==> src/design/cau_pkg.sv <==
// Shared types for the complex arithmetic unit: opcodes and the control
// word that travels down the pipeline next to the data. No dependencies.
package cau_pkg;

	typedef enum logic [1:0] {
		OP_ADD = 2'd0,
		OP_SUB = 2'd1,
		OP_MUL = 2'd2,
		OP_DIV = 2'd3
	} op_t;

	typedef struct packed {
		logic vld;
		op_t  op;
		logic dz;
		logic neg_re;
		logic neg_im;
	} ctl_t;

endpackage

==> src/design/cau_div_cell.sv <==
// One restoring-division cell: settles quotient bit K for both lanes and
// hands remainder, quotient and sideband on. Uses cau_pkg.
module cau_div_cell #(
	parameter int W  = 16,
	parameter int RW = 58,
	parameter int K  = 0
) (
	input  logic             clk,
	input  logic             arst_n,
	input  logic             en,
	input  cau_pkg::ctl_t    ctl_i,
	input  logic [RW-1:0]    rem_re_i,
	input  logic [RW-1:0]    rem_im_i,
	input  logic [W:0]       q_re_i,
	input  logic [W:0]       q_im_i,
	input  logic [2*W-1:0]   den_i,
	output cau_pkg::ctl_t    ctl_q,
	output logic [RW-1:0]    rem_re_q,
	output logic [RW-1:0]    rem_im_q,
	output logic [W:0]       q_re_q,
	output logic [W:0]       q_im_q,
	output logic [2*W-1:0]   den_q
);

	logic [RW-1:0] dsh;
	logic          is_div, ge_re, ge_im;
	logic [RW-1:0] rem_re_n, rem_im_n;
	logic [W:0]    q_re_n, q_im_n;

	always_comb begin
		dsh      = RW'(den_i) << K;
		is_div   = (ctl_i.op == cau_pkg::OP_DIV);
		ge_re    = is_div && (rem_re_i >= dsh);
		ge_im    = is_div && (rem_im_i >= dsh);
		rem_re_n = ge_re ? rem_re_i - dsh : rem_re_i;
		rem_im_n = ge_im ? rem_im_i - dsh : rem_im_i;
		q_re_n   = q_re_i;
		q_im_n   = q_im_i;
		q_re_n[K] = ge_re;
		q_im_n[K] = ge_im;
	end

	always_ff @(posedge clk or negedge arst_n) begin
		if (!arst_n) begin
			ctl_q <= '0;
		end else if (en) begin
			ctl_q <= ctl_i;
		end
	end

	always_ff @(posedge clk) begin
		if (en) begin
			rem_re_q <= rem_re_n;
			rem_im_q <= rem_im_n;
			q_re_q   <= q_re_n;
			q_im_q   <= q_im_n;
			den_q    <= den_i;
		end
	end

endmodule

==> config.mk <==
export PLATFORM = sky130hd
export DESIGN_NAME = cau_div_cell
export DESIGN_NICKNAME = d
export VERILOG_FILES = /design/src/design/cau_pkg.sv /design/src/design/cau_div_cell.sv
export SDC_FILE = /design/constraint.sdc
export NUM_CORES = 1
export LEC_CHECK = 0
export BUFFER_PORTS_ARGS = -buffer_cell sky130_fd_sc_hd__buf_4
export CORE_MARGIN = 4
export CORE_UTILIZATION = 36
export CTS_CLUSTER_SIZE = 14
export DETAILED_ROUTE_END_ITERATION = 8
export GPL_TIMING_DRIVEN = 0
export PLACE_DENSITY = 0.72
export SYNTH_ARGS = -nofsm -noshare
export SYNTH_HDL_FRONTEND = slang
export SYNTH_SLANG_ARGS = --single-unit
==> constraint.sdc <==
create_clock -name clk -period 0.8 [get_ports clk]
set_input_delay 0.16 -clock clk [delete_from_list [all_inputs] [get_ports clk]]
set_output_delay 0.16 -clock clk [all_outputs]
set_load 0.02 [all_outputs]
Word level (Yosys, flattened, before mapping)

Index checks and enable logic that the tools add are counted.
Widths: inputs -> output; s select.

Reductions and logical operators: 2
Multiplexer cells: 2
Add/subtract/negate cells: 2
Equality and inequality tests: 1
Magnitude comparators: 2

Operators by type and width:

| cell               | count |
|---|---|
| $ge 58x32->1       | 2 |
| $mux 58            | 2 |
| $sub 58x32->58     | 2 |
| $eq 2x2->1 const B | 1 |
| $logic_and 1x1->1  | 2 |

Input port bits: 191
Logic and storage cells: 19
Output and inout bits: 188
Register bits: 188

Logic depth before layout (Yosys ltp)

Depth in word-level cells: 3
Mapped depth: 14
Gate-level depth less buffers: 13

Worst setup path before layout

Ideal clock, no wire load.

Kind: in2reg
From: input den_i[26]
To: register rem_im_q[43], data pin
Library setup time: 0.258 ns
Path buffers: 2
Data required time: 0.542 ns
Arrival time: 3.008 ns
Setup slack: -2.465 ns
Stages: 13
Cells stage by stage: inv_1 ha_1 clkbuf_1 nand4_1 nor4_1 nand3_1 o21ai_0 a311oi_1 o22a_2 or4_1 buf_4 or3_1 xnor2_1

Cells in the longest elaborated chain, start to end: 3
Elaborated cells on any way between the ends: 4
Classes of those cells: add/sub (1); order compare (1); mux (1); reduce/logical (1)

RTL lines:

| element              | line               | RTL |
|---|---|---|
| start, declared      | cau_div_cell.sv:16 | `input logic [2*W-1:0] den_i,` |
| $ge 58x32->1         | cau_div_cell.sv:34 | `ge_im = is_div && (rem_im_i >= dsh);` |
| $logic_and 1x1->1    | cau_div_cell.sv:34 |  |
| $mux 58 *            | cau_div_cell.sv:36 | `rem_im_n = ge_im ? rem_im_i - dsh : rem_im_i;` |
| via rem_im_n[43]     | cau_div_cell.sv:27 | `logic [RW-1:0] rem_re_n, rem_im_n;` |
| end signal, assigned | cau_div_cell.sv:54 | `rem_im_q <= rem_im_n;` |
| end, declared        | cau_div_cell.sv:19 | `output logic [RW-1:0] rem_im_q,` |

The timed path passes the listed nets; every way through them passes the cells marked *.
A chain may end at the register's enable or synchronous reset.

Final worst setup path

From: input rem_im_i[43]
To: register rem_im_q[28], data pin

Cells in the longest elaborated chain, start to end: 3

RTL lines:

| element           | line               | RTL |
|---|---|---|
| start, declared   | cau_div_cell.sv:13 | `input logic [RW-1:0] rem_im_i,` |
| $ge 58x32->1      | cau_div_cell.sv:34 |  |
| $logic_and 1x1->1 | cau_div_cell.sv:34 |  |
| $mux 58           | cau_div_cell.sv:36 |  |
| via rem_im_n[28]  | cau_div_cell.sv:27 |  |

The timed path passes the listed nets, and every way through them passes these cells.

==> summary.md <==
Number of antenna-violating nets in the routed design: 0. The global-route wire length before repair is 66200 um. The layout cell share with drive strength beyond 1 is 49.0%. For this block, the routed nets add up to 47000 um of wire. Measured against its own limit, the worst slew margin works out to 41.3%. The critical path runs through a total of 12 cells. The commonest cells after synthesis are 182 x sky130_fd_sc_hd__edfxtp_1, 129 x sky130_fd_sc_hd__nand2_1, 91 x sky130_fd_sc_hd__o21ai_0.

The die area was 34500 um2. The maximum fanout along the worst path is 3, and the synthesized netlist cell count is 1106. The total non-filler cell area in the finished layout is 20800 um2, and the clock-pin slew on the worst setup and hold paths is 70 ps.

Synthesis produced a netlist with a net count of 1363. The count of boundary I/O pins is 379, and the post-route clock period utilization is 365%. On the worst path, the slowest cell contributes a delay of 490 ps. Family with the most delay on the worst path: simple AND/OR/NAND/NOR gates.

For the clock latency on the worst-skew pair, the log shows 460 ps. In this run, the number of DRC markers left after iteration 0 of detailed routing was 856. The average wire per cell in the routed design is 21.9 um, and the horizontal extent of the die is 186 um.

The run gives 0 as the remaining routing DRC violations. The flow ran to the end, but the final reports show violations. The layout has 2164 filler cells. The worst setup path is launched from a primary input. The routed design could run at a clock period as short as 2920 ps. The count of cells along the worst register-to-register path came out at 2. The final reports fail on setup timing.

The cell type contributing the most total cell area after synthesis is sky130_fd_sc_hd__edfxtp_1. Routability congestion estimate from global placement: 0.901. Class of the most critical setup path: primary input to flop. By area the synthesized netlist is led by sky130_fd_sc_hd__edfxtp_1 48%, sky130_fd_sc_hd__ha_1 7.1%, sky130_fd_sc_hd__xnor2_1 5.0%. Layout overhead on the synthesized area: 83.3%. For the final-report max-slew violation count, the log shows 0. The power per cell area was 1560 nW/um2.

The completed layout was analyzed and its total power is 0.0324 W. For the storage element area, the log shows 5620 um2. The tools report the post-placement setup slack as -2950 ps. Row generation in the floorplan step produced 64 rows. The transition time at the pin with the least slew margin was 872 ps; the fmax was 343 MHz.

The tightest hold path in the finished design has a slack of 2.61 ps. Required time of the worst setup path: 1000 ps. The critical path goes through buf_6 -> or3_4 -> or3_4 -> or4_4 -> or4_4 -> a311oi_2 -> o22a_4 -> buf_6 -> buf_8 -> buf_12 -> nor2_1 -> a221o_1. The clock drives 188 sinks.

The number of buffer and inverter stages on the critical path came out at 4. Global routing consumed, over all layers together, 25.1% of the routing resources. The class of the tightest hold or removal check is primary input to flop. The count of buffers added on input and output ports is 372.

The worst hold path depth is 2, and the floorplan core area is 30800 um2. The tools report the endpoint arrival time on the critical path as 3120 ps. Entering global routing, the biggest net connects 79 pins. The routed layout has 11600 vias.

Number of maximum-capacitance violations: 0. For the number of failing hold endpoints at the final stage, the log shows 0. For this configuration, the core starts out at a cell density of 36.8%. The analysis attributes to cell leakage a power of 8.49 nW. Of the post-synthesis cell area, the dominant cell type holds 48.1%. Slowest cell on the critical path: sky130_fd_sc_hd__or4_4.

TritonCTS built the clock tree. The number of different library cells used by synthesis comes to 64. Clock root buffer: sky130_fd_sc_hd__clkbuf_16. In the final design database the tool counted 1997 nets.

Footprint of the multi-input gates: 7170 um2. The height of the chip is 186 um, and the combined area of all synthesized cells is 11400 um2. The average cell area after synthesis works out to 10.3 um2.

The setup clock skew after layout was 0 ps. In the synthesized netlist the async set-or-reset flop fraction comes to 3.19%. The number of H-tree levels was 4. Setup repair after global routing could not meet its margin everywhere. The via density per instance was 5.39; the number of enable flip-flop cells after synthesis was 182. The pre-antenna-repair detailed-routing pass consisted of 7 iterations.

The longest clock path from root to sink contains 2 buffers. Summed over all nets, the half-perimeter wirelength after detailed placement is 31500 um. Sequential cells were found to cover 49.4% of the synthesized design area. The tools report the kind of capture point of the worst setup path as a flop. The post-route worst setup slack was -2120 ps.

In this run, CTS created clock tree buffers numbering 17. VDD sags by at most 1.36 mV. The total overflow left after global routing is 0.

The final-report setup violation count is 307, and the number of synthesized register bits is 188. Dominant register cell in the synthesized netlist: sky130_fd_sc_hd__edfxtp_1. The logs give 2 for the number of antenna violations at the first check in global routing and 0 for the synthesis warning total. The via count of the first global-routing pass came out at 11900.

The placed instances occupy a cell area of 15100 um2. sky130_fd_sc_hd__edfxtp_1 is the most common cell in the netlist.
## worst paths after layout
path                                 startpoint  slack, ps                      to
setup reg to reg           ctl_q[0]$_DFFE_PN0P_       -110    ctl_q[0]$_DFFE_PN0P_
hold reg to reg            ctl_q[4]$_DFFE_PN0P_        530    ctl_q[4]$_DFFE_PN0P_
min in group asynchronous                arst_n         40    ctl_q[1]$_DFFE_PN0P_
max in group asynchronous                arst_n        630    ctl_q[2]$_DFFE_PN0P_
setup / recovery                   rem_im_i[43]      -2120  rem_im_q[28]$_DFFE_PP_
hold / removal                     rem_im_i[56]          3  rem_im_q[56]$_DFFE_PP_
## through the flow
stage                     instances  setup TNS (ps)  utilization, %
after floorplan                1106         -227340               -
after global placement         1874         -585430            48.7
after detailed placement       1875         -403920            48.9
after CTS                      2096         -279720            63.4
after global routing           2149         -299830            67.5
final                          2150         -287320            67.5
## metal layers
metal  vias to the layer above  routed length, um  global-route usage (%)
met1                      5625              17800                    28.8
met2                       487              23800                    44.2
met4                         2               1960                    10.7
met5                         -                 13                       0
met3                       106               3410                    6.47
li1                       5360                  -                       -
## cells in the final DEF (no fill, tap or decap), types with 8 or more instances in the layout
cell type / netlist / final
sky130_fd_sc_hd__or3_1: 15 / 9
sky130_fd_sc_hd__xnor2_1: 65 / 56
sky130_fd_sc_hd__or3_4: 2 / 8
sky130_fd_sc_hd__xor2_1: 43 / 43
sky130_fd_sc_hd__a21o_1: 28 / 28
sky130_fd_sc_hd__nor3_1: 25 / 12
sky130_fd_sc_hd__o21ai_0: 91 / 23
sky130_fd_sc_hd__buf_6: 1 / 241
sky130_fd_sc_hd__nor2_1: 57 / 47
sky130_fd_sc_hd__edfxtp_1: 182 / 182
sky130_fd_sc_hd__nand3_1: 28 / 21
sky130_fd_sc_hd__clkinvlp_4: 0 / 9
sky130_fd_sc_hd__clkbuf_16: 0 / 23
sky130_fd_sc_hd__nand2_2: 0 / 36
sky130_fd_sc_hd__o21ai_1: 2 / 20
sky130_fd_sc_hd__buf_4: 1 / 236
sky130_fd_sc_hd__o21bai_1: 11 / 10
sky130_fd_sc_hd__a21oi_1: 75 / 64
sky130_fd_sc_hd__ha_4: 0 / 34
sky130_fd_sc_hd__inv_1: 58 / 42
sky130_fd_sc_hd__nand4_1: 30 / 30
sky130_fd_sc_hd__dlygate4sd3_1: 0 / 134
sky130_fd_sc_hd__buf_8: 0 / 22
sky130_fd_sc_hd__xnor2_2: 0 / 9
sky130_fd_sc_hd__o21ai_2: 0 / 46
sky130_fd_sc_hd__ha_1: 64 / 23
sky130_fd_sc_hd__nand2_4: 0 / 33
sky130_fd_sc_hd__nand2_1: 129 / 60
## registers in the layout, summed over array words and instances, names as in the netlist
register	cells
ctl_q	6
den_q	32
q_im_q	17
q_re_q	17
rem_im_q	58
rem_re_q	58
## cell families after synthesis
group	count (synthesis)	share of synthesized area [%]
and+or+nand+nor	354	15.4
xor gates and xnor gates	108	8.33
DFF	188	49.4
AOI/OAI and AO/OA	277	15.1
muxes	7	0.694
buffers and inverters	106	3.67
adders and majority gates	66	7.40
## power breakdown
part	total, W	leakage [nW]	internal (W)	switching [W]
registers	0.0123	1.84	0.0119	0.000441
logic	0.0115	6.37	0.00567	0.00585
clock network	0.00856	0.275	0.00440	0.00416
## area by class of cell
cell class | count | area share (%)
Antenna cell | 1 | 0.0120
Buffer | 28 | 1.79
Clock inverter | 15 | 0.751
Clock buffer | 17 | 2.04
Sequential cell | 188 | 27.0
Timing Repair Buffer | 634 | 30.3
Multi-Input combinational cell | 813 | 34.4
Tap cell | 396 | 2.38
Inverter | 58 | 1.29
## timing repair
item	in CTS	in global routing
hold buffers	129	5
endpoints found under the hold margin	136	7
setup buffers	62	61
endpoints found under the setup margin	419	312
cloned	11	3
resized for setup	496	223
pin swaps	74	100
No activity file was read; power rests on OpenSTA's default activity.
