===== config.mk =====
export PLATFORM = sky130hd
export DESIGN_NAME = cau_out
export DESIGN_NICKNAME = d
export VERILOG_FILES = /design/src/design/cau_pkg.sv /design/src/design/cau_out.sv
export SDC_FILE = /design/constraint.sdc
export NUM_CORES = 1
export LEC_CHECK = 0
export BUFFER_PORTS_ARGS = -buffer_cell sky130_fd_sc_hd__buf_4
export CAP_MARGIN = 0
export CORE_MARGIN = 3
export CORE_UTILIZATION = 44
export CTS_BUF_LIST = sky130_fd_sc_hd__clkbuf_8 sky130_fd_sc_hd__clkbuf_16
export DETAILED_ROUTE_END_ITERATION = 6
export GPL_ROUTABILITY_DRIVEN = 0
export HOLD_SLACK_MARGIN = 0.15
export PLACE_DENSITY = 0.81
export SYNTH_ARGS = -nofsm -noshare
export SYNTH_HDL_FRONTEND = slang
export SYNTH_SLANG_ARGS = --single-unit

===== constraint.sdc =====
create_clock -name clk -period 1 [get_ports clk]
set_clock_uncertainty 0.15 [all_clocks]
set_input_delay 0.05 -clock clk [delete_from_list [all_inputs] [get_ports clk]]
set_output_delay 0.05 -clock clk [all_outputs]
set_load 0.005 [all_outputs]

===== src/design/cau_pkg.sv =====
// Shared types for the complex arithmetic unit: opcodes and the control
// word that travels down the pipeline next to the data. No dependencies.
package cau_pkg;

	typedef enum logic [1:0] {
		OP_ADD = 2'd0,
		OP_SUB = 2'd1,
		OP_MUL = 2'd2,
		OP_DIV = 2'd3
	} op_t;

	typedef struct packed {
		logic vld;
		op_t  op;
		logic dz;
		logic neg_re;
		logic neg_im;
	} ctl_t;

endpackage


===== src/design/cau_out.sv =====
// Output stage: picks quotient or passed-through magnitude, applies sign,
// saturates and holds the result beat. Uses cau_pkg.
module cau_out #(
	parameter int W  = 16,
	parameter int RW = 58
) (
	input  logic                clk,
	input  logic                arst_n,
	input  logic                en,
	input  cau_pkg::ctl_t       ctl_i,
	input  logic [RW-1:0]       rem_re_i,
	input  logic [RW-1:0]       rem_im_i,
	input  logic [W:0]          q_re_i,
	input  logic [W:0]          q_im_i,
	output logic                out_valid,
	output logic signed [W-1:0] res_re,
	output logic signed [W-1:0] res_im,
	output logic                overflowed,
	output logic                div_zero
);

	localparam logic [RW-1:0] LIM = RW'(1) << (W-1);

	logic [RW-1:0] mag_re, mag_im;
	logic [W:0]    sat_re, sat_im;

	// returns {saturated, value}
	function automatic logic [W:0] clamp(input logic neg, input logic [RW-1:0] mag);
		logic [W:0] r;
		if (neg) begin
			if (mag > LIM) r = {1'b1, 1'b1, {(W-1){1'b0}}};
			else           r = {1'b0, W'(RW'(0) - mag)};
		end else begin
			if (mag > LIM - RW'(1)) r = {1'b1, 1'b0, {(W-1){1'b1}}};
			else                    r = {1'b0, mag[W-1:0]};
		end
		return r;
	endfunction

	always_comb begin
		if (ctl_i.op == cau_pkg::OP_DIV) begin
			mag_re = RW'(q_re_i);
			mag_im = RW'(q_im_i);
		end else begin
			mag_re = rem_re_i;
			mag_im = rem_im_i;
		end
		sat_re = clamp(ctl_i.neg_re, mag_re);
		sat_im = clamp(ctl_i.neg_im, mag_im);
	end

	always_ff @(posedge clk or negedge arst_n) begin
		if (!arst_n) begin
			out_valid <= 1'b0;
		end else if (en) begin
			out_valid <= ctl_i.vld;
		end
	end

	always_ff @(posedge clk) begin
		if (en) begin
			if (ctl_i.dz) begin
				res_re     <= '0;
				res_im     <= '0;
				overflowed <= 1'b0;
			end else begin
				res_re     <= sat_re[W-1:0];
				res_im     <= sat_im[W-1:0];
				overflowed <= sat_re[W] | sat_im[W];
			end
			div_zero <= ctl_i.dz;
		end
	end

endmodule


Word-level counts from Yosys, hierarchy flattened. Index checks and enable logic that the tools add are counted.

Add/subtract/negate cells: 2. Order comparisons: 4. Equality and inequality tests: 1. Mux-type cells: 8. Bitwise logic cells: 1.

Operators by type and width (number): 58-bit by 15-bit greater-than comparator with 1-bit output, second input constant (2); 58-bit by 16-bit greater-than comparator with 1-bit output, second input constant (2); 58-bit 2-to-1 mux (2); 17-bit 2-to-1 mux (6); 1-bit by 16-bit subtractor with 16-bit output, first input constant (2); 2-bit == test, second input constant (1); 1-bit bitwise OR (1).

Register bits after elaboration: 35. Input port bits: 159. Output and inout bits: 35.

Logic depth before layout (Yosys ltp).
Depth in word-level cells: 6. Mapped depth: 13.

Least setup slack after synthesis. Ideal clock, no wire load.

Path kind: input port to flip-flop. Start point: in ctl_i[3] in the netlist's numbering. End point: reg res_im[1] (data pin). Library setup time: 0.256 ns. Arrival time: 2.394 ns. Slack: -1.801 ns. Stages on the path: 13. Cell sequence: and2_1 -> buf_2 -> buf_6 -> buf_6 -> buf_6 -> mux2i_1 -> ha_1 -> nor4b_1 -> mux2_2 -> nor4b_2 -> o21a_2 -> and3_1 -> a22o_1.

Word-level cells in the longest chain between the ends: 5. Elaborated cells on any way between the ends: 8.

RTL lines: from (decl) (RTL line cau_out.sv:10) `input cau_pkg::ctl_t ctl_i,`; 2-bit == test (*) (RTL line cau_out.sv:41) `if (ctl_i.op == cau_pkg::OP_DIV) begin`; 58-bit 2-to-1 mux (*) (RTL line cau_out.sv:41); 58-bit by 15-bit greater-than comparator with 1-bit output (tied with other cells) (RTL line cau_out.sv:34) `if (mag > LIM - RW'(1)) r = {1'b1, 1'b0, {(W-1){1'b1}}};`; 17-bit 2-to-1 mux, on equally long branches (RTL line cau_out.sv:34, cau_out.sv:31); 17-bit 2-to-1 mux (*) (RTL line cau_out.sv:30) `if (neg) begin`; to (signal assigned) (RTL line cau_out.sv:68) `res_im <= sat_im[W-1:0];`; to (decl) (RTL line cau_out.sv:17) `output logic signed [W-1:0] res_im,`.

Every way passes the cells marked *; elsewhere a longest branch is shown, timed or not. A chain may end at the register's enable or synchronous reset.

Worst setup path in the final report.
Start point: in ctl_i[4] in the netlist's numbering. End point: reg overflowed (data pin).

Word-level cells in the longest chain between the ends: 6. Elaborated cells on any way between the ends: 14.

RTL lines: 2-bit == test (*) (RTL line cau_out.sv:41); 58-bit 2-to-1 mux (RTL line cau_out.sv:41); 58-bit by 15-bit greater-than comparator with 1-bit output / 58-bit by 16-bit greater-than comparator with 1-bit output (equally long branches) (RTL line cau_out.sv:34, cau_out.sv:31); 17-bit 2-to-1 mux, on equally long branches (RTL line cau_out.sv:34, cau_out.sv:31); 17-bit 2-to-1 mux (RTL line cau_out.sv:30); 1-bit bitwise OR (*) (RTL line cau_out.sv:69) `overflowed <= sat_re[W] | sat_im[W];`; to (signal assigned) (RTL line cau_out.sv:69); to (decl) (RTL line cau_out.sv:18) `output logic overflowed,`.

Marks and branches as above.

==> metrics.sh <==
OUTCOME='complete, but fails checks'
VIOLATED_CHECKS='hold timing, setup timing'
ROW_CNT=30
WORST_IR_DROP_VDD_V=0.000488
POST_PLACE_CELL_AREA_UM2=5360
RSZ_0062_RAISED_AFTER_GLOBAL_ROUTING='true'
FINAL.SETUP.WORST_SLACK_PS=-1170
CORE-AREA_UM2=6940
POWER_LEAKAGE_uW=0.00255
SETUP_VIOL_COUNT_FINAL=68
AREA_GROWTH_PCT=85.6
POSTSYNTHAREAPERCELL_UM2=9.53
FINALMAXSLEWVIOLATIONS=0
POWER.DENSITY_CELL_AREA_nW_PER_UM2=835
DRT_PRE_ANTENNA_ITERS=5
FINALWORSTPATHREQUIREDPERIOD_PS=2170
FINAL.FILL_COUNT=341
HOLD_PATH_CLASS='in -> reg'
CTS_TREE='built'
NUM-NETS-FINAL=771
YOSYS_REGISTER_BITS=35
WORSTMARGINPINSLEW_PS=543
CAP_VIOLATIONS=0
VIAS_PER_CELL=6.44
CTS.HOLD.BUFFERS_ADDED=4
CRITICALPATHCATEGORY='in -> reg'
MAX-CLOCK-PATH-BUFFERS=2
SYNTH_ENABLE_FLOP_CELLS=34
ANTENNA_VIOLATING_NETS_LEFT=0
DIE_W_UM=91.5
POSTSYNTHNETCOUNT=498
WORSTSKEWPAIRLATENCY_PS=300
DETAILROUTE.WIRELENGTH.MET2_UM=7800
FLOORPLAN.INITIALDENSITY_PCT=46.3
SHARE_OF_ASYNC_SETTABLE_OR_ASYNC_RESETTABLE_FLOPS_AFTER_SYNTHESIS_PCT=2.86
REQUIRED_PS=900
CTS.SINKS=35
DETAIL_ROUTE.ITER0.VIOLATIONS=550
CRIT_PATH_END_KIND='flop'
ANTENNA_CELLS_INSERTED=0
MET3_WIRELENGTH_UM=1840
DIE_AREA_UM2=8360
GRT_START_MAX_NET_PINS=20
WORST_SETUP_HOLD_PATH_CLK_SLEW_PS=80
GRT_PASS1_VIAS=4610
MAX_CLOCK_FREQ_MHz=462
MIN_PERIOD_OVER_PERIOD_PCT=217
SYN-INSTANCE-COUNT=337
NETLIST_AREA_UM2=3210
ROUTED_WIRE_LENGTH_PER_INSTANCE_UM=22.8
REMAINING_OVERFLOW_GRT=0
DIE_HEIGHT_UM=91.5
IO-PIN-COUNT=194
FINALINSTANCEAREA_UM2=5960
TIMING.SLEW.HEADROOM_PCT=63.6
FINAL-HOLD-VIOLATION-COUNT=4
MULTIINPUTGATEAREA_UM2=2390
CLOCK-ROOT-BUFFER='clkbuf_8'
LAYOUTNONFILLERINSTCOUNT=707
FINAL.HOLD.WORST_SLACK_PS=-66.6
POST_SYNTH_NUM_CELL_TYPES=62
SEQCELLAREA_UM2=1050
WIRELENGTH_MET1_UM=5310
FIN_TOTAL_PWR_uW=4980
IO_BUFFERS=193
YS_SEQ_AREA_SHARE_PCT=32.6
POST-ROUTE-DRC-COUNT=0
GRT_FIRST_PASS_WIRELENGTH_UM=22400
PLACE.DETAILED.INSTANCES=688
WORSTSETUPSTARTPOINTTYPE='input pin'
CP_MAX_FO=19
FINAL_LAYOUT_SIZE_SUFFIX_GT1_SHARE_PCT=59.1
CTS_HTREE_LEVELS=2
TOP_SIGNAL_LAYER_USED='met4'
NUMBER_OF_BUFFERS_CREATED_BY_CTS=5
VIAS=4554
TIMING.CRITICAL_PATH.ARRIVAL_PS=2070
YOSYSWARNINGCOUNT=0
ROUTED_WIRELENGTH_UM=16100
SYNTH_FF_TYPE='edfxtp_1'
GRT_ANTENNA_BEFORE_REPAIR=0
DETAILED_PLACE_HPWL_UM=10400
OVERALL_ROUTING_RESOURCE_USAGE_PCT=33.6
-- flip-flops by register name, indices dropped and copies added, names as in the netlist --
signal	flops
out_valid	1
res_re	16
div_zero	1
res_im	16
overflowed	1
-- Yosys cell counts, types with 6 or more instances --
cell type | instances | area [um2]
xnor2_1 | 7 | 61.3
o21ai_0 | 9 | 45.0
a32o_1 | 6 | 60.1
inv_1 | 6 | 22.5
nand3_1 | 12 | 60.1
a211oi_1 | 11 | 82.6
a21oi_1 | 13 | 65.1
nor2_1 | 23 | 86.3
nor3_1 | 7 | 35.0
buf_2 | 6 | 30.0
mux2i_1 | 28 | 280
clkbuf_1 | 6 | 22.5
o2bb2ai_1 | 6 | 52.6
nor4_1 | 22 | 138
xor2_1 | 9 | 78.8
edfxtp_1 | 34 | 1020
nand2_1 | 35 | 131
buf_6 | 6 | 67.6
-- critical path: stages --
cell	delay, ps
buf_6	90
buf_6	150
buf_12	170
a211oi_1	480
o22ai_1	250
nor4b_4	330
buf_4	170
a21oi_2	50
o31a_1	310
-- area by class of cell --
cell class | count | area share (%)
Clock buffer | 5 | 1.15
Clock inverter | 3 | 0.210
Inverter | 7 | 0.441
Multi-Input combinational cell | 275 | 40.2
Tap cell | 96 | 2.01
Timing Repair Buffer | 286 | 38.5
Sequential cell | 35 | 17.5
-- power by group --
part | switching [uW] | internal, uW
sequential | 51.1 | 1750
clock | 609 | 471
combinational | 949 | 1150
total | 1610 | 3370
-- through the flow --
step	setup slack, ps	setup TNS [ps]	utilization, %
after floorplan	-1650	-46640	-
after global placement	-1330	-41030	77.2
after detailed placement	-1570	-44130	77.2
after CTS	-1010	-30570	83.4
after global routing	-1180	-36480	85.9
final	-1170	-34670	85.9
-- final timing paths --
path,start,to,slack [ps],cells past startpoint
setup / recovery,ctl_i[4],overflowed,-1170,9
hold / removal,en,res_re[9],-70,1
setup reg to reg,out_valid,out_valid,-30,1
hold reg to reg,out_valid,out_valid,540,1
max in group asynchronous,arst_n,out_valid,100,3
min in group asynchronous,arst_n,out_valid,470,3
-- routing by layer --
| metal | vias up | track usage (%) |
|---|---|---|
| met1 | 2089 | 37.9 |
| met2 | 456 | 58.3 |
| li1 | 1885 | - |
| met3 | 124 | 6.63 |
| met5 | - | 0 |
| met4 | 0 | 19.6 |
-- cell usage in the layout, fill, tap and decap left out, types with 3 or more instances in the layout --
master,n
buf_12,4
a32o_1,6
a22o_1,5
buf_6,19
a211oi_2,7
clkbuf_8,5
a21oi_1,5
edfxtp_1,34
a221oi_2,4
nand4_1,4
o21ai_1,3
buf_4,257
and3_1,3
and4bb_1,4
xnor2_1,7
nand2_1,34
mux2i_1,24
nand3_1,11
a21oi_2,7
dlygate4sd3_1,4
a211oi_1,4
nor4b_4,4
nor4_1,21
and4bb_2,5
nor3_1,5
mux2_2,4
nor2_1,21
inv_1,8
o2bb2ai_2,4
xor2_1,9
and2_4,3
a21boi_1,3
mux2i_4,3
o21ai_0,7
-- kinds of logic (layout without fill, tap and decap cells) --
kind of cell,count (synthesis),count (layout),share of synthesized area (%)
multiplexers,33,33,10.5
flip-flops,35,35,32.6
AND/OR/NAND/NOR,136,136,24.3
buffers and inverters,27,301,5.02
adder cells (fa/ha/maj),2,2,0.779
AO/OA/AOI/OAI,88,88,22.5
XOR/XNOR,16,16,4.36
-- timing repair --
| item | 4_1_cts | 5_1_grt |
|---|---|---|
| buffers inserted | 7 | 1 |
| resized for setup | 54 | 30 |
| hold endpoints to repair | 52 | 40 |
| setup endpoints to repair | 55 | 68 |
| gates cloned | 0 | 0 |
| pin swaps | 16 | 7 |
No activity file was read; power rests on OpenSTA's default activity.
