**src/design/cau_pkg.sv**
```systemverilog
// Shared types for the complex arithmetic unit: opcodes and the control
// word that travels down the pipeline next to the data. No dependencies.
package cau_pkg;

	typedef enum logic [1:0] {
		OP_ADD = 2'd0,
		OP_SUB = 2'd1,
		OP_MUL = 2'd2,
		OP_DIV = 2'd3
	} op_t;

	typedef struct packed {
		logic vld;
		op_t  op;
		logic dz;
		logic neg_re;
		logic neg_im;
	} ctl_t;

endpackage

```
**src/design/cau_front.sv**
```systemverilog
// Front end: products and add/sub (stage 1), then sums, sign/magnitude split
// and operand alignment for the divider chain (stage 2). Uses cau_pkg.
module cau_front #(
	parameter int W  = 16,
	parameter int F  = 8,
	parameter int RW = 58
) (
	input  logic                       clk,
	input  logic                       arst_n,
	input  logic                       en1,
	input  logic                       en2,
	input  logic                       in_valid,
	input  logic [1:0]                 op,
	input  logic signed [W-1:0]        a_re,
	input  logic signed [W-1:0]        a_im,
	input  logic signed [W-1:0]        b_re,
	input  logic signed [W-1:0]        b_im,
	output logic                       s1_vld,
	output cau_pkg::ctl_t              ctl_s2,
	output logic [RW-1:0]              rem_re_s2,
	output logic [RW-1:0]              rem_im_s2,
	output logic [2*W-1:0]             den_s2
);

	logic                    vld_s1;
	cau_pkg::op_t            op_s1;
	logic                    dz_s1;
	logic signed [2*W-1:0]   prr_s1, pii_s1, pir_s1, pri_s1, srr_s1, sii_s1;
	logic signed [W:0]       sre_s1, sim_s1;

	logic signed [W:0]       sre, sim;
	logic signed [2*W:0]     sum_re, sum_im;
	logic [2*W:0]            mag_re, mag_im;
	logic [RW-1:0]           rem_re, rem_im;

	always_comb begin
		if (cau_pkg::op_t'(op) == cau_pkg::OP_SUB) begin
			sre = {a_re[W-1], a_re} - {b_re[W-1], b_re};
			sim = {a_im[W-1], a_im} - {b_im[W-1], b_im};
		end else begin
			sre = {a_re[W-1], a_re} + {b_re[W-1], b_re};
			sim = {a_im[W-1], a_im} + {b_im[W-1], b_im};
		end
	end

	always_ff @(posedge clk or negedge arst_n) begin
		if (!arst_n) begin
			vld_s1 <= 1'b0;
		end else if (en1) begin
			vld_s1 <= in_valid;
		end
	end

	always_ff @(posedge clk) begin
		if (en1) begin
			op_s1  <= cau_pkg::op_t'(op);
			dz_s1  <= (cau_pkg::op_t'(op) == cau_pkg::OP_DIV) && (b_re == '0) && (b_im == '0);
			prr_s1 <= a_re * b_re;
			pii_s1 <= a_im * b_im;
			pir_s1 <= a_im * b_re;
			pri_s1 <= a_re * b_im;
			srr_s1 <= b_re * b_re;
			sii_s1 <= b_im * b_im;
			sre_s1 <= sre;
			sim_s1 <= sim;
		end
	end

	assign s1_vld = vld_s1;

	// stage 2: combine products, split sign and magnitude
	always_comb begin
		case (op_s1)
			cau_pkg::OP_MUL: begin
				sum_re = {prr_s1[2*W-1], prr_s1} - {pii_s1[2*W-1], pii_s1};
				sum_im = {pir_s1[2*W-1], pir_s1} + {pri_s1[2*W-1], pri_s1};
			end
			cau_pkg::OP_DIV: begin
				sum_re = {prr_s1[2*W-1], prr_s1} + {pii_s1[2*W-1], pii_s1};
				sum_im = {pir_s1[2*W-1], pir_s1} - {pri_s1[2*W-1], pri_s1};
			end
			default: begin
				sum_re = {{W{sre_s1[W]}}, sre_s1};
				sum_im = {{W{sim_s1[W]}}, sim_s1};
			end
		endcase
		mag_re = sum_re[2*W] ? $unsigned(-sum_re) : $unsigned(sum_re);
		mag_im = sum_im[2*W] ? $unsigned(-sum_im) : $unsigned(sum_im);
		rem_re = RW'(mag_re);
		rem_im = RW'(mag_im);
		case (op_s1)
			cau_pkg::OP_MUL: begin
				rem_re = rem_re >> F;
				rem_im = rem_im >> F;
			end
			cau_pkg::OP_DIV: begin
				rem_re = rem_re << F;
				rem_im = rem_im << F;
			end
			default: begin
				rem_re = rem_re;
				rem_im = rem_im;
			end
		endcase
	end

	always_ff @(posedge clk or negedge arst_n) begin
		if (!arst_n) begin
			ctl_s2 <= '0;
		end else if (en2) begin
			ctl_s2.vld    <= vld_s1;
			ctl_s2.op     <= op_s1;
			ctl_s2.dz     <= dz_s1;
			ctl_s2.neg_re <= sum_re[2*W];
			ctl_s2.neg_im <= sum_im[2*W];
		end
	end

	always_ff @(posedge clk) begin
		if (en2) begin
			rem_re_s2 <= rem_re;
			rem_im_s2 <= rem_im;
			den_s2    <= $unsigned(srr_s1) + $unsigned(sii_s1);
		end
	end

endmodule

```
**config.mk**
```make
export PLATFORM = sky130hd
export DESIGN_NAME = cau_front
export DESIGN_NICKNAME = d
export VERILOG_FILES = /design/src/design/cau_pkg.sv /design/src/design/cau_front.sv
export SDC_FILE = /design/constraint.sdc
export NUM_CORES = 2
export LEC_CHECK = 0
export BUFFER_PORTS_ARGS = -buffer_cell sky130_fd_sc_hd__buf_2
export CAP_MARGIN = 30
export CORE_ASPECT_RATIO = 2
export CORE_UTILIZATION = 45
export CTS_CLUSTER_SIZE = 20
export DETAILED_ROUTE_END_ITERATION = 6
export PLACE_DENSITY_LB_ADDON = 0.3
export SLEW_MARGIN = 20
export SYNTH_ARGS = -nofsm -noshare
export SYNTH_HDL_FRONTEND = slang
export SYNTH_SLANG_ARGS = --single-unit
```
**constraint.sdc**
```tcl
create_clock -name clk -period 6.1 [get_ports clk]
set_clock_uncertainty 0.15 [all_clocks]
set_input_delay 0 -clock clk [delete_from_list [all_inputs] [get_ports clk]]
set_output_delay 0 -clock clk [all_outputs]
set_load 0.05 [all_outputs]
```
# Word-level counts from Yosys, hierarchy flattened
# Index checks and enable logic that the tools add are counted.
[totals] reg_bits=384 input_bits=71 output_inout_bits=155 word_cells=52
[classes] n_addsub=11 n_mul=6 eq_ne=4 mux=8 reduce_logical=4
[ops] cell="$mul 16x16->32" n=6
[ops] cell="$pmux 41 s2" n=2
[ops] cell="$pmux 33 s2" n=2
[ops] cell="$add 32x32->33" n=2
[ops] cell="$mux 33" n=2
[ops] cell="$neg 33->33" n=2
[ops] cell="$sub 32x32->33" n=2
[ops] cell="$add 16x16->17" n=2
[ops] cell="$mux 17" n=2
[ops] cell="$sub 16x16->17" n=2
[ops] cell="$add 32x32->32" n=1
[ops] cell="$logic_not 16->1" n=2
[ops] cell="$eq 2x2->1 const B" n=3
[ops] cell="$eq 2x1->1 const B" n=1
[ops] cell="$logic_and 1x1->1" n=2

# Depth between registers and ports, before layout
[logic_depth] word_depth=5 mapped_depth=28 mapped_depth_nobuf=26

# Worst setup path after synthesis
# Ideal clock, no wire load.
[synth_timing] path_kind="input -> register" startpoint="input port b_re[9]" endpoint="register pir_s1[30], data pin" setup_ns=0.258 t_arrival_ns=6.630 required_time_ns=5.692 path_slack_ns=-0.938 path_stages=27 n_path_buf=3 path_cell_list="clkbuf_1 > clkbuf_1 > clkbuf_1 > nand2_1 > fa_1 > inv_1 > fa_1 > inv_1 > fa_1 > inv_1 > fa_1 > fa_1 > inv_1 > fa_1 > inv_1 > ha_1 > a21o_1 > a21oi_1 > o31a_1 > o21ai_0 > or4_1 > a2111oi_0 > o31ai_1 > o41ai_1 > o21bai_1 > a21oi_1 > xnor2_1"
[synth_between] elab_chain_len=1
[synth_lines] item="from (decl)" line="cau_front.sv:16" text="input logic signed [W-1:0] b_re,"
[synth_lines] item="$mul 16x16->32" line="cau_front.sv:60" text="pir_s1 <= a_im * b_re;"
[synth_lines] item="to (signal assigned)" line="cau_front.sv:60"
[synth_lines] item="to (decl)" line="cau_front.sv:28" text="logic signed [2*W-1:0] prr_s1, pii_s1, pir_s1, pri_s1, srr_s1, sii_s1;"
# No other way between the ends.
# A chain may end at the register's enable or synchronous reset.

# Worst setup path after layout
[layout_timing] startpoint="register pii_s1[2]" endpoint="register rem_re_s2[13], data pin"
[layout_between] elab_chain_len=5 elab_cells_between_ends=6 cone_classes="add/sub (3); mux (3)"
[layout_lines] item="from (decl)" line="cau_front.sv:28"
[layout_lines] item="from (signal assigned)" line="cau_front.sv:59" text="pii_s1 <= a_im * b_im;"
[layout_lines] item="$add 32x32->33 / $sub 32x32->33 (equally long branches)" line="cau_front.sv:79, cau_front.sv:75"
[layout_lines] item="$pmux 33 s2 (*)" line="cau_front.sv:73" text="case (op_s1)"
[layout_lines] item="$neg 33->33" line="cau_front.sv:87" text="mag_re = sum_re[2*W] ? $unsigned(-sum_re) : $unsigned(sum_re);"
[layout_lines] item="$mux 33 (*)" line="cau_front.sv:87"
[layout_lines] item="$pmux 41 s2 (*)" line="cau_front.sv:91" text="case (op_s1)"
[layout_lines] item="net rem_re[13]" line="cau_front.sv:34" text="logic [RW-1:0] rem_re, rem_im;"
[layout_lines] item="to (signal assigned)" line="cau_front.sv:121" text="rem_re_s2 <= rem_re;"
[layout_lines] item="to (decl)" line="cau_front.sv:20" text="output logic [RW-1:0] rem_re_s2,"
# The timed path passes the listed nets; every way through them passes the cells marked *.

==> impl_metrics.py <==
metrics = {
    "layout": {
        "finalNonFillerCells": 11730,
        "final_common_cell": "inv_1",
        "most-common-layout-cells": "1835 x inv_1, 1504 x fa_1, 1077 x buf_4, 802 x nand2_1, 636 x ha_1",
        "drive_gt1_share_pct": 17.41,
        "layout-area-overhead-vs-synth_pct": 18.32,
        "layout.nets": 11640,
    },
    "routing": {
        "via_count": 61790,
        "wire_per_inst_um": 22.60,
        "viasPerCell": 5.266,
        "routed_wl_mm": 265.1,
        "remaining_drc_errors": 0,
        "drtPass1Iterations": 7,
        "ant_nets": 0,
        "drtIter0Drc": 2839,
    },
    "setup_path": {
        "crit_type": "reg2reg",
        "crit_required_ps": 6330,
        "worstPathMaxFanout": 5,
        "cp.arrival_ps": 6200,
        "startpoint_type": "flip-flop",
        "cp-end-kind": "flip-flop",
    },
    "synth": {
        "synthAdderAreaFrac_pct": 49.08,
        "yosysWarnings": 0,
        "synth_compound_area_share_pct": 7.647,
        "postSynthCellCount": 8347,
        "synth_seq_cells": 348,
        "synth_ff_type": "edfxtp_1",
        "synthSimpleGateAreaFrac_pct": 13.44,
        "synth_top_family_by_area": "adder cells",
        "synth_xor_area_share_pct": 5.130,
        "synth_area_leaders": "fa_1 39%, edfxtp_1 13%, ha_1 10%",
        "yosysSeqAreaShare_pct": 13.26,
        "synth_edf_count": 341,
        "yosysUniqueCellTypes": 92,
        "synth_top_area_share_pct": 38.69,
        "syn_avg_cell_area_um2": 9.409,
        "synthMuxAreaShare_pct": 0.5751,
        "synth_top_area_cell": "fa_1",
        "synthArstFlopShare_pct": 2.011,
        "syn_area_um2": 78540,
    },
    "timing": {
        "min_period_ps": 5969,
        "worstMarginPinSlew_ps": 1027,
        "finalMaxSlewViolations": 0,
        "fin_ws_ps": 131.3,
        "fmax_ghz": 0.1675,
        "fin_crit_sh_pct": 97.85,
        "slew_headroom_pct": 31.27,
        "hold_viol": 0,
        "finalSetupViolations": 0,
    },
    "placement": {
        "globalplace.congestion": 1.036,
        "place_inst": 11600,
        "dp_slack_ps": -1341,
        "place.port_buffers": 191,
        "hpwl_mm": 228.3,
    },
    "floorplanning": {
        "die-area_um2": 176300,
        "die_w_um": 297.4,
        "ios": 226,
        "start_util_pct": 45.34,
        "num_rows": 216,
        "coreArea_um2": 173200,
        "chipHeight_um": 592.8,
    },
    "status": {
        "run_status": "finished clean",
    },
    "clocking": {
        "clock_latency_ps": 660,
        "clockBufferDepth": 3,
        "cts_root_buffer": "clkbuf_16",
        "htreeDepth": 2,
        "cts_buffers": 39,
        "cts_tree": "yes",
        "cts.clk_slew.worst_paths_ps": 70,
        "cts_sinks": 348,
    },
    "grt": {
        "grt_max_degree": 114,
        "grt_pass1_vias": 68090,
        "antenna_found_initial": 29,
        "grt.overflow.total": 0,
        "grt_pass1_wl_mm": 399.6,
        "track_usage_pct": 30.54,
    },
    "job": {
        "maxCapViolCount": 0,
    },
    "hold_path": {
        "min_path_type": "in2reg",
    },
}
state kept, by name, indices dropped and copies added, names as in the netlist:
name / cells
rem_im_s2: 41
rem_re_s2: 41
den_s2: 32
pii_s1: 32
pir_s1: 32
pri_s1: 32
prr_s1: 32
sii_s1: 31
srr_s1: 31
sim_s1: 17
sre_s1: 17
ctl_s2: 6
op_s1: 2
dz_s1: 1
s1_vld: 1
timing repair:
action                                 in CTS  in global routing
pin swaps                                   3                102
endpoints found under the hold margin     105                  2
setup endpoints to repair                  46                 95
setup buffers                               3                 20
gates resized for setup                    60                282
cloned                                      0                  5
hold buffers                               12                  2
critical path: stages, from the launching register on:
cell and delay (ps):
edfxtp_1 390, or4_4 590, nor2b_4 140, nand2_2 90, or3_4 380, or2_4 310
o41ai_4 380, xnor2_2 220, ha_1 310, a21o_1 210, a31oi_1 150, nand2_1 120
a211oi_2 280, buf_4 170, o41a_1 230, o2bb2ai_2 150, mux2_4 390, buf_4 150
o22ai_1 220, xnor2_1 270, mux2i_1 150, mux2_2 280
path summary, 6_finish.rpt:
path / depth (start not counted) / startpoint / end / slack, ps
worst min-delay path: 5 / b_re[1] / pir_s1[2]$_DFFE_PP_ / 30
max in group asynchronous: 3 / arst_n / s1_vld$_DFFE_PN0P_ / 5370
worst max-delay path: 21 / pii_s1[2]$_DFFE_PP_ / rem_re_s2[13]$_DFFE_PP_ / 130
worst max register to register: 21 / pii_s1[2]$_DFFE_PP_ / rem_re_s2[13]$_DFFE_PP_ / 130
worst min register to register: 1 / ctl_s2[2]$_DFFE_PN0P_ / ctl_s2[2]$_DFFE_PN0P_ / 370
min in group asynchronous: 3 / arst_n / ctl_s2[5]$_DFFE_PN0P_ / 180
layer usage:
layer	track usage, %	part of all wire (%)	up-vias
li1	-	-	27830
met1	28.23	31	31210
met3	4.565	4.4	884
met2	57.04	53	1846
met5	0	0.069	-
met4	28.54	11	30
cells by family (layout without fill, tap and decap cells):
| kind of cell | Yosys count | count (layout) |
|---|---|---|
| compound gates | 917 | 917 |
| xor+xnor | 460 | 460 |
| fa+ha+maj | 2170 | 2170 |
| buf+inv | 2233 | 3284 |
| flops | 348 | 348 |
| mux | 43 | 43 |
| other cells | 1 | 48 |
| simple gates | 2175 | 2175 |
metrics by stage:
stage          setup TNS (ps)  instance area, µm²  hold WS [ps]  utilization, %
6_report                    0               92930         25.60           53.64
5_1_grt                -63.19               92900         43.39           53.63
4_1_cts                -25.88               91570         31.48           52.86
3_5_place_dp           -38580               89890        -309.1           51.89
3_3_place_gp           -35860               89870        -315.5           51.88
2_1_floorplan          -494.3               79170        -445.6               -
synthesized netlist by cell type, drive strengths merged (27+ instances only):
| cell | n |
|---|---|
| a21o | 86 |
| nand3 | 57 |
| and3 | 27 |
| a31oi | 46 |
| o21a | 34 |
| o21bai | 53 |
| and2 | 545 |
| xor2 | 128 |
| nand2b | 56 |
| clkbuf | 296 |
| or3 | 36 |
| o21ai | 162 |
| a211oi | 31 |
| nand4 | 30 |
| inv | 1844 |
| nor2b | 36 |
| edfxtp | 341 |
| ha | 652 |
| nor3 | 82 |
| fa | 1518 |
| buf | 86 |
| nor2 | 404 |
| o31ai | 38 |
| nand2 | 809 |
| xnor2 | 332 |
| a21oi | 263 |
area by class of cell:
type	count	area (µm²)
antenna	14	35.03
fill	15760	80310
timing repair buffer	1362	10800
tap	2289	2864
clock inverter	27	290.3
clock buffer	44	994.7
sequential	348	10420
inverter	1851	6950
multi-input combinational	5799	60580
Power is left out: the tool's default activity adds up to more than one toggle a clock period on the data nets, which glitch-free logic cannot reach.
